## src/cfa_pkg.sv

```systemverilog
// Package: types, opcodes and helpers for the constant-folding ALU.
package cfa_pkg;

	localparam int unsigned DataW = 64;
	localparam int unsigned FuncW = 5;
	localparam int unsigned QueueDepthDefault = 4;
	localparam int unsigned DivStages = 64;

	typedef enum logic [FuncW-1:0] {
		FN_ADD = 5'd0, FN_SUB = 5'd1, FN_MUL = 5'd2, FN_DIV = 5'd3, FN_MOD = 5'd4,
		FN_AND = 5'd5, FN_OR = 5'd6, FN_XOR = 5'd7, FN_SHL = 5'd8, FN_SHR = 5'd9,
		FN_LT = 5'd10, FN_GT = 5'd11, FN_LE = 5'd12, FN_GE = 5'd13, FN_EQ = 5'd14,
		FN_NE = 5'd15, FN_NEG = 5'd16, FN_NOT = 5'd17, FN_LNOT = 5'd18,
		FN_PLUS = 5'd19
	} func_t;

	typedef struct packed {
		logic [FuncW-1:0] func;
		logic signed [DataW-1:0] operand_a;
		logic signed [DataW-1:0] operand_b;
		logic wrap_32;
	} in_item_t;

	typedef struct packed {
		logic signed [DataW-1:0] result;
		logic ok;
	} out_item_t;

	// classified item handed from front to back
	typedef struct packed {
		logic is_div;
		logic is_mod;
		logic is_mul;
		logic fail;
		logic wrap;
		logic neg_q;
		logic neg_r;
		logic [DataW-1:0] mag_a;
		logic [DataW-1:0] mag_b;
		logic [DataW-1:0] value;
	} cls_t;

	function automatic logic [DataW-1:0] to_s32(input logic [DataW-1:0] v);
		return {{(DataW-32){v[31]}}, v[31:0]};
	endfunction

endpackage

```

## src/cfa_queue.sv

```systemverilog
// Small FIFO between the front and back ends.
module cfa_queue #(
	parameter int unsigned Depth = cfa_pkg::QueueDepthDefault
) (
	input  logic clk,
	input  logic arst_n,
	input  cfa_pkg::cls_t wr_data,
	input  logic wr_valid,
	output logic wr_ready,
	output cfa_pkg::cls_t rd_data,
	output logic rd_valid,
	input  logic rd_ready
);
	import cfa_pkg::*;

	localparam int unsigned PtrW = (Depth > 1) ? $clog2(Depth) : 1;

	cls_t mem_q [Depth];
	logic [PtrW-1:0] wp_q, rp_q;
	logic [PtrW:0] cnt_q;
	logic push, pop;

	assign wr_ready = cnt_q != (PtrW+1)'(Depth);
	assign rd_valid = cnt_q != '0;
	assign rd_data = mem_q[rp_q];
	assign push = wr_valid && wr_ready;
	assign pop = rd_valid && rd_ready;

	always_ff @(posedge clk or negedge arst_n) begin
		if (!arst_n) begin
			wp_q <= '0;
			rp_q <= '0;
			cnt_q <= '0;
		end else begin
			if (push) wp_q <= (wp_q == PtrW'(Depth-1)) ? '0 : wp_q + 1'b1;
			if (pop) rp_q <= (rp_q == PtrW'(Depth-1)) ? '0 : rp_q + 1'b1;
			cnt_q <= cnt_q + (PtrW+1)'(push) - (PtrW+1)'(pop);
		end
	end
	always_ff @(posedge clk) begin
		if (push) begin
			mem_q[wp_q] <= wr_data;
		end
	end
endmodule

```

## config.mk

```make
export PLATFORM = sky130hd
export DESIGN_NAME = cfa_queue
export DESIGN_NICKNAME = d
export VERILOG_FILES = /design/src/cfa_pkg.sv /design/src/cfa_queue.sv
export SDC_FILE = /design/constraint.sdc
export NUM_CORES = 1
export LEC_CHECK = 0
export ABC_AREA = 1
export ABC_CLOCK_PERIOD_IN_PS = 18600
export BUFFER_PORTS_ARGS = -buffer_cell sky130_fd_sc_hd__buf_4
export CORE_UTILIZATION = 55
export CTS_CLUSTER_SIZE = 24
export DETAILED_ROUTE_END_ITERATION = 10
export PLACE_DENSITY = 0.76
export SLEW_MARGIN = 10
export SYNTH_ARGS = -nofsm -noshare
export SYNTH_HDL_FRONTEND = slang
export SYNTH_SLANG_ARGS = --single-unit
```

## constraint.sdc

```tcl
create_clock -name clk -period 18.6 [get_ports clk]
set_clock_uncertainty 0.15 [all_clocks]
set_input_delay 5.58 -clock clk [delete_from_list [all_inputs] [get_ports clk]]
set_output_delay 5.58 -clock clk [all_outputs]
set_load 0.05 [all_outputs]
```

# --- Yosys cells after proc, flatten, opt, wreduce, memory -nomap -nowiden ---
# Memories as Yosys holds them, arrays and structs flattened.
# Index checks and enable logic that the tools add are counted.
word_totals:
  regBits: 7
  ramBits: 796
  in_bits: 203
  out_inout_bits: 201
  n_memories: 1
mem_list:
  columns: ["memory", "depth", "word_bits", "rd", "rd_ports_with_merged_regs", "wr", "line", "source"]
  rows:
  - ["mem_q", 4, 199, 1, 0, 1, "cfa_queue.sv:18", "cls_t mem_q [Depth];"]
op_classes:
  n_addsub: 4
  eq_ne: 3
  n_mux: 4
  reduce_logical: 3
ops:
  columns: ["cell", "n"]
  rows:
  - ["$add 2x1->2 const B", 2]
  - ["$eq 2x2->1 const B", 2]
  - ["$mux 2", 2]
  - ["$add 3x1->3", 1]
  - ["$ne 3x3->1 const B", 1]
  - ["$reduce_bool 3->1", 1]
  - ["$sub 3x1->3", 1]
  - ["$logic_and 1x1->1", 2]
  - ["$mux 1", 2]

# --- Logic depth before layout (Yosys ltp) ---
# Gate-level depths: netlist (run 1).
depth:
  ltp_word: 4
  ltp_mapped: 12
  depth_no_buf: 12

# --- Least setup slack after synthesis (run 1) ---
# OpenSTA, ideal clock, no wires.
synth_path:
  path_type: "input-to-reg"
  from: "input wr_valid"
  to: "memory mem_q[0][0] (netlist bit), enable pin"
  setup_ps: 762
  arrival_time_ps: 14024
  required_ps: 17688
  slack_ps: 3663
  stages: 2
  n_path_buf: 0
  cell_sequence: "nand2_1 > nor2_1"
synth_via:
  elab_chain_cells: 3
synth_lines:
  columns: ["element", "line", "source"]
  rows:
  - ["from (decl)", "cfa_queue.sv:8", "input logic wr_valid,"]
  - ["$logic_and 1x1->1", "cfa_queue.sv:26", "assign push = wr_valid && wr_ready;"]
  - ["$mux 1", "cfa_queue.sv:41", "if (push) begin"]
  - ["$mux 1 (implied by the code)", "cfa_queue.sv:42", "mem_q[wp_q] <= wr_data;"]
  - ["to (decl)", "cfa_queue.sv:18", null]
# Every way passes these cells.

==> results of run 1 <==
==> worst max-delay path, stage by stage, from the launching register on <==
cell	delay (ns)
dfrtp_4	0.99
buf_12	0.62
buf_12	0.67
buf_4	0.97
o211ai_1	0.22
nand2_1	0.18
buf_4	0.22
==> worst paths after layout <==
path | from | endpoint | cells past startpoint
max | rp_q[0] | rd_data[130] | 6
min | cnt_q[0] | cnt_q[0] | 1
min in group asynchronous | arst_n | rp_q[0] | 1
max in group asynchronous | arst_n | rp_q[1] | 1
min reg2reg | cnt_q[0] | cnt_q[0] | 1
max reg2reg | cnt_q[1] | mem_q[0][126] | 6
==> power by group <==
part | switching [uW] | total, uW | internal [uW] | leakage [uW]
combinational | 2400 | 3270 | 865 | 0.00679
clock | 658 | 1680 | 1020 | 0.00136
sequential | 129 | 2510 | 2380 | 0.00738
total | 3190 | 7450 | 4260 | 0.0155
==> kinds of logic (layout without fill, tap and decap cells) <==
family / after synthesis / count (layout) / share of synthesized area
other cells: 0 / 2 / 0
fa+ha+maj: 8 / 8 / 0.00329
flops: 803 / 803 / 0.736
simple gates: 626 / 626 / 0.0720
buf+inv: 544 / 985 / 0.0714
compound gates: 398 / 398 / 0.117
==> layer usage <==
metal	part of all wire	wire (um)
met5	0.0011	75
met4	0.032	2180
met3	0.081	5550
met2	0.50	34100
met1	0.39	26300
==> stage by stage <==
stage / instances / power [uW] / setup slack [ns]
CTS: 3593 / 7510 / 7.99
global placement: 3445 / 5760 / 8.84
finish: 3595 / 7450 / 7.96
global route: 3595 / 7770 / 7.56
detailed placement: 3445 / 5820 / 8.65
floorplan: 2379 / 5010 / 3.66
==> synth_stat cells <==
cell type / count
buf_1: 5
o211ai_1: 228
nand2_1: 614
ha_1: 7
buf_4: 1
clkbuf_1: 15
inv_2: 1
nor2_1: 7
inv_1: 411
nand3_1: 5
buf_2: 87
edfxtp_1: 796
dfrtp_1: 7
o211ai_2: 170
buf_6: 24
fa_1: 1
==> state kept, by name, indices dropped and copies added, names as in the netlist <==
signal,count
mem_q,796
wp_q,2
cnt_q,3
rp_q,2
==> cell type report <==
| class | count | area (um^2) | share of cell area |
|---|---|---|---|
| multi-input cells | 1032 | 6330 | 0.163 |
| well taps | 773 | 967 | 0.0248 |
| repair buffers | 425 | 3240 | 0.0832 |
| clock inverters | 46 | 616 | 0.0158 |
| clock buffers | 102 | 2150 | 0.0551 |
| flip-flops and latches | 803 | 24100 | 0.618 |
| diodes | 2 | 5.00 | 0.000129 |
| inverters | 412 | 1550 | 0.0399 |
==> results.md, run 1 <==
- Status: finished clean
- IO Port Bufs: 403
- Design Area, Final: 0.0389 mm^2
- Hold WC Path Type: reg -> reg
- Fmax: 94.0 MHz
- M3 GR Usage: 0.0642
- Most frequent cells in the layout: edfxtp_1 (796), nand2_1 (614), buf_4 (421)
- IR drop worst, VDD: 0.183 mV
- Syn avg cell area: 13.8 um^2
- Top-area cell type share of the netlist area: 0.731
- CTS Root Buffer Type: clkbuf_16
- GRT Total Usage: 0.223
- Final setup violation count: 0
- Total gr overflow: 0
- Via/cell ratio: 5.32
- Detail Placement HPWL: 39200 um
- Netlist cell types: 16
- Initial core utilization: 0.555
- # H-tree levels: 3
- CP required: 12.87 ns
- Drt pass-1 iters: 5
- Seq/Total Area, Yosys: 0.736
- Routed WL per cell: 19.0 um
- Final Hold Viols: 0
- Most common cell after layout, fill and taps aside: edfxtp_1
- Initial antenna violation count: 7
- Total CTS buffers: 81
- Nets: 2966
- Syn_nets: 2590
- Vias: 19126
- Core area: 0.0589 mm^2
- Rel. slew slack: 0.204
- Crit path launch type: flip-flop
- Total of max-cap violations: 0
- Die Y: 246 um
- Wire length of the first global-routing pass: 103000 um
- DP Area: 0.0362 mm^2
- Filler cell count: 3963
- Mapped cell area: 0.0327 mm^2
- Crit end category: primary output
- Gr busiest metal: met2
- Leak Pwr: 0.0155 uW
- Synthesized flop and latch total: 803
- Cts repair resizes: 0
- Sink Count: 803
- Setup TNS: 0 ns
- Die Area: 0.0605 mm^2
- Total Wirelength: 68100 um
- Warnings, synthesis: 0
- Area Overhead vs Synth: 19.1%
- Hold slack: 0.365 ns
- Antenna viol nets, final: 0
- Worst-Skew Late Latency: 0.61 ns
- Cell accounting for the most synthesized area: edfxtp_1
- Final Cycle Share: 0.572
- Layout cells sized above 1: 0.256
- M2 GR Usage: 0.376
- CP arrival: 4.91 ns
- Post-Synthesis Cells: 2379
- DRC: 0
- Worst-margin pin slew: 1.19 ns
- CTS tree: done
- Final Max Tran Viols: 0
- Maximum clock path buffer count: 3
- FP Rows: 89
- CP Class: reg -> out
- M1 GR Usage: 0.268
- Post-CTS setup buffers: 0
- Synth area leaders: edfxtp_1 (73%), nand2_1 (7.0%), o211ai_2 (6.5%), o211ai_1 (5.2%), inv_1 (4.7%)
- # hold bufs at CTS: 0
- Largest net degree at the start of global routing: 205
- Vias in the first global route: 19073
- Top Ports: 404
- Final worst path period need: 10.64 ns
- Fin util: 0.661
- Die width: 246 um
- Initial drt markers: 1153
- Reg clk slew, reported paths: 0.06 ns
- Routability congestion estimate: 0.786
- Unrepaired setup endpoints after global routing: false
- CP Max Fanout: 204
- FF-to-FF setup slack: 14.90 ns
- PwrDens: 191 mW/mm^2
Power figures use the tool's default switching activity.
==> inputs of run 2 (changes only) <==
--- a/config.mk
+++ b/config.mk
@@ -6,12 +6,12 @@
 export NUM_CORES = 1
 export LEC_CHECK = 0
 export ABC_AREA = 1
-export ABC_CLOCK_PERIOD_IN_PS = 18600
+export ABC_CLOCK_PERIOD_IN_PS = 9500
 export BUFFER_PORTS_ARGS = -buffer_cell sky130_fd_sc_hd__buf_4
-export CORE_UTILIZATION = 55
+export CORE_UTILIZATION = 52
 export CTS_CLUSTER_SIZE = 24
 export DETAILED_ROUTE_END_ITERATION = 10
-export PLACE_DENSITY = 0.76
+export PLACE_DENSITY = 0.75
 export SLEW_MARGIN = 10
 export SYNTH_ARGS = -nofsm -noshare
 export SYNTH_HDL_FRONTEND = slang
==> constraint.sdc (replaced) <==
create_clock -name clk -period 9.5 [get_ports clk]
set_clock_uncertainty 0.15 [all_clocks]
set_input_delay 2.85 -clock clk [delete_from_list [all_inputs] [get_ports clk]]
set_output_delay 2.85 -clock clk [all_outputs]
set_load 0.05 [all_outputs]
==> run 2 against run 1 <==
  * Register-to-register slack worse by 8.6 ns
  * Setup slack worse by 5.0 ns
  * Power is 95% higher
  * Clock-buffer cell count shrank 12
  * Non-clock buffer count unchanged
  * Combinational power is 95% higher
  * First-iteration DRC count increased by 13%
  * Wire length rose by 3.3%
  * Largest power group unchanged
  * Flip-flop and latch count is the same
  * Worst hold slack improved by 0.011 ns
  * Clock power is 92% higher
  * Global-route usage is 0.38 points lower
==> results.md, run 2 (synthesized netlist as in run 1, its figures left out) <==
- Status: finished clean
- # hold bufs at CTS: 0
- Placed instance count: 3509
- Unrepaired setup endpoints after global routing: false
- PwrDens: 373 mW/mm^2
- Worst-Skew Late Latency: 0.60 ns
- Crit-path max cell delay: 1.14 ns
- Detail Placement HPWL: 41900 um
- Drt pass-1 iters: 5
- Pwr Total: 14500 uW
- FF-to-FF setup slack: 6.28 ns
- Initial drt markers: 1302
- Sink Count: 803
- Largest net degree at the start of global routing: 233
- Layout cells sized above 1: 0.255
- CP arrival: 3.57 ns
- Worst Slack Setup Final: 2.93 ns
- Wire length of the first global-routing pass: 107000 um
- Reg clk slew, reported paths: 0.06 ns
- CP Class: reg -> out
- Maximum clock path buffer count: 3
- Final worst path period need: 6.57 ns
- Filler cell count: 4487
- Core area: 0.0619 mm^2
- Crit path launch type: flip-flop
- Final setup violation count: 0
- Final Max Tran Viols: 0
- Via/cell ratio: 5.26
- Initial core utilization: 0.528
- Worst path bufs/invs: 2
- Max reg flops: 796
- Rel. slew slack: 0.113
- CTS tree: done
- Vias: 19228
- Total Wirelength: 70400 um
- Vias in the first global route: 19285
- Total gr overflow: 0
- R2R cell count: 5
- CP Launch Point: rp_q[0]
- Cts repair resizes: 0
- Final Hold Viols: 0
- Antenna viol nets, final: 0
- DRC: 0
- IO Port Bufs: 403
- Initial antenna violation count: 4
- Post-CTS setup buffers: 0
- Worst-margin pin slew: 1.33 ns
- Die Y: 253 um
- Hold WC Path Type: reg -> reg
- Worst slack, placed: 3.67 ns
- Final instance count without filler cells: 3654
- Total of max-cap violations: 0
- Reg-to-Reg End: mem_q[2][138]
- Most frequent cells in the layout: edfxtp_1 (796), nand2_1 (614), buf_4 (420)
- Nets: 2965
- CP endpoint: rd_data[103]
- Final Cycle Share: 0.691
- Leak Pwr: 0.0155 uW
- CTS Root Buffer Type: clkbuf_16
- Fmax: 152 MHz
- IR drop worst, VDD: 0.312 mV
- GRT Total Usage: 0.219
- Worst path slowest cell: dfrtp_4
- Routed WL per cell: 19.3 um
- Die Area: 0.0639 mm^2
- Area Overhead vs Synth: 19.2%
- Most common cell after layout, fill and taps aside: edfxtp_1
- Top Ports: 404
- Hold slack: 0.376 ns
- Routability congestion estimate: 0.793
- FP Rows: 91
- # H-tree levels: 3
- Worst-path cell chain: buf_12, o211ai_1, nand2_1, buf_4
- Biggest regs: mem_q x796, cnt_q x3
- CP top delay family: flip-flops
- Fin util: 0.630
- CP Max Fanout: 232
- Total CTS buffers: 80
- R2R Path Start: cnt_q[1]
- CP required: 6.50 ns
- Crit end category: primary output
- Biggest register: mem_q
- Die width: 253 um
- Critical Path Stages: 4
[run 2: changes by cell type in the layout (fill, tap and decap cells not counted), sizes merged]
cell,previous run,this run
clkinv,26,35
diode,2,1
bufinv,14,12
inv,418,414
clkinvlp,0,5
clkbuf,102,90
[run 2: area by class of cell]
class                   count  area [um^2]  share of cell area
multi-input cells        1032         6330               0.162
clock buffers              90         2100              0.0539
inverters                 412         1550              0.0399
repair buffers            425         3250              0.0834
clock inverters            54          613              0.0157
flip-flops and latches    803        24100               0.618
diodes                      1         2.50           0.0000642
well taps                 837         1050              0.0269
[run 2: worst min-delay path by stage]
stage / to / startpoint / slack, ns / cells after the start
after floorplan: cnt_q[0] / cnt_q[0] / 0.33 / 1
after global placement: cnt_q[0] / cnt_q[0] / 0.34 / 1
after detailed placement: cnt_q[0] / cnt_q[0] / 0.36 / 1
after CTS: cnt_q[0] / cnt_q[0] / 0.38 / 1
after global routing: cnt_q[0] / cnt_q[0] / 0.39 / 1
final: cnt_q[0] / cnt_q[0] / 0.38 / 1
[run 2: metal layers]
metal	global-route usage	vias to the layer above	share of wire
met2	0.374	594	0.51
met3	0.0532	118	0.074
met4	0.0731	6	0.024
met1	0.274	9454	0.39
li1	-	9056	-
met5	0	-	0.00058
[run 2: per-stage QoR]
step                setup TNS [ns]  area, um^2
finish                           0       39000
global route                     0       39000
CTS                              0       39000
detailed placement               0       36300
global placement                 0       36300
floorplan                 -2154.49       32700
[run 2: power by group]
group	internal, uW	leakage, uW	switching (uW)
Sequential	4660	0.00738	280
Clock	1920	0.00132	1300
Combinational	1700	0.00680	4680
Total	8280	0.0155	6260
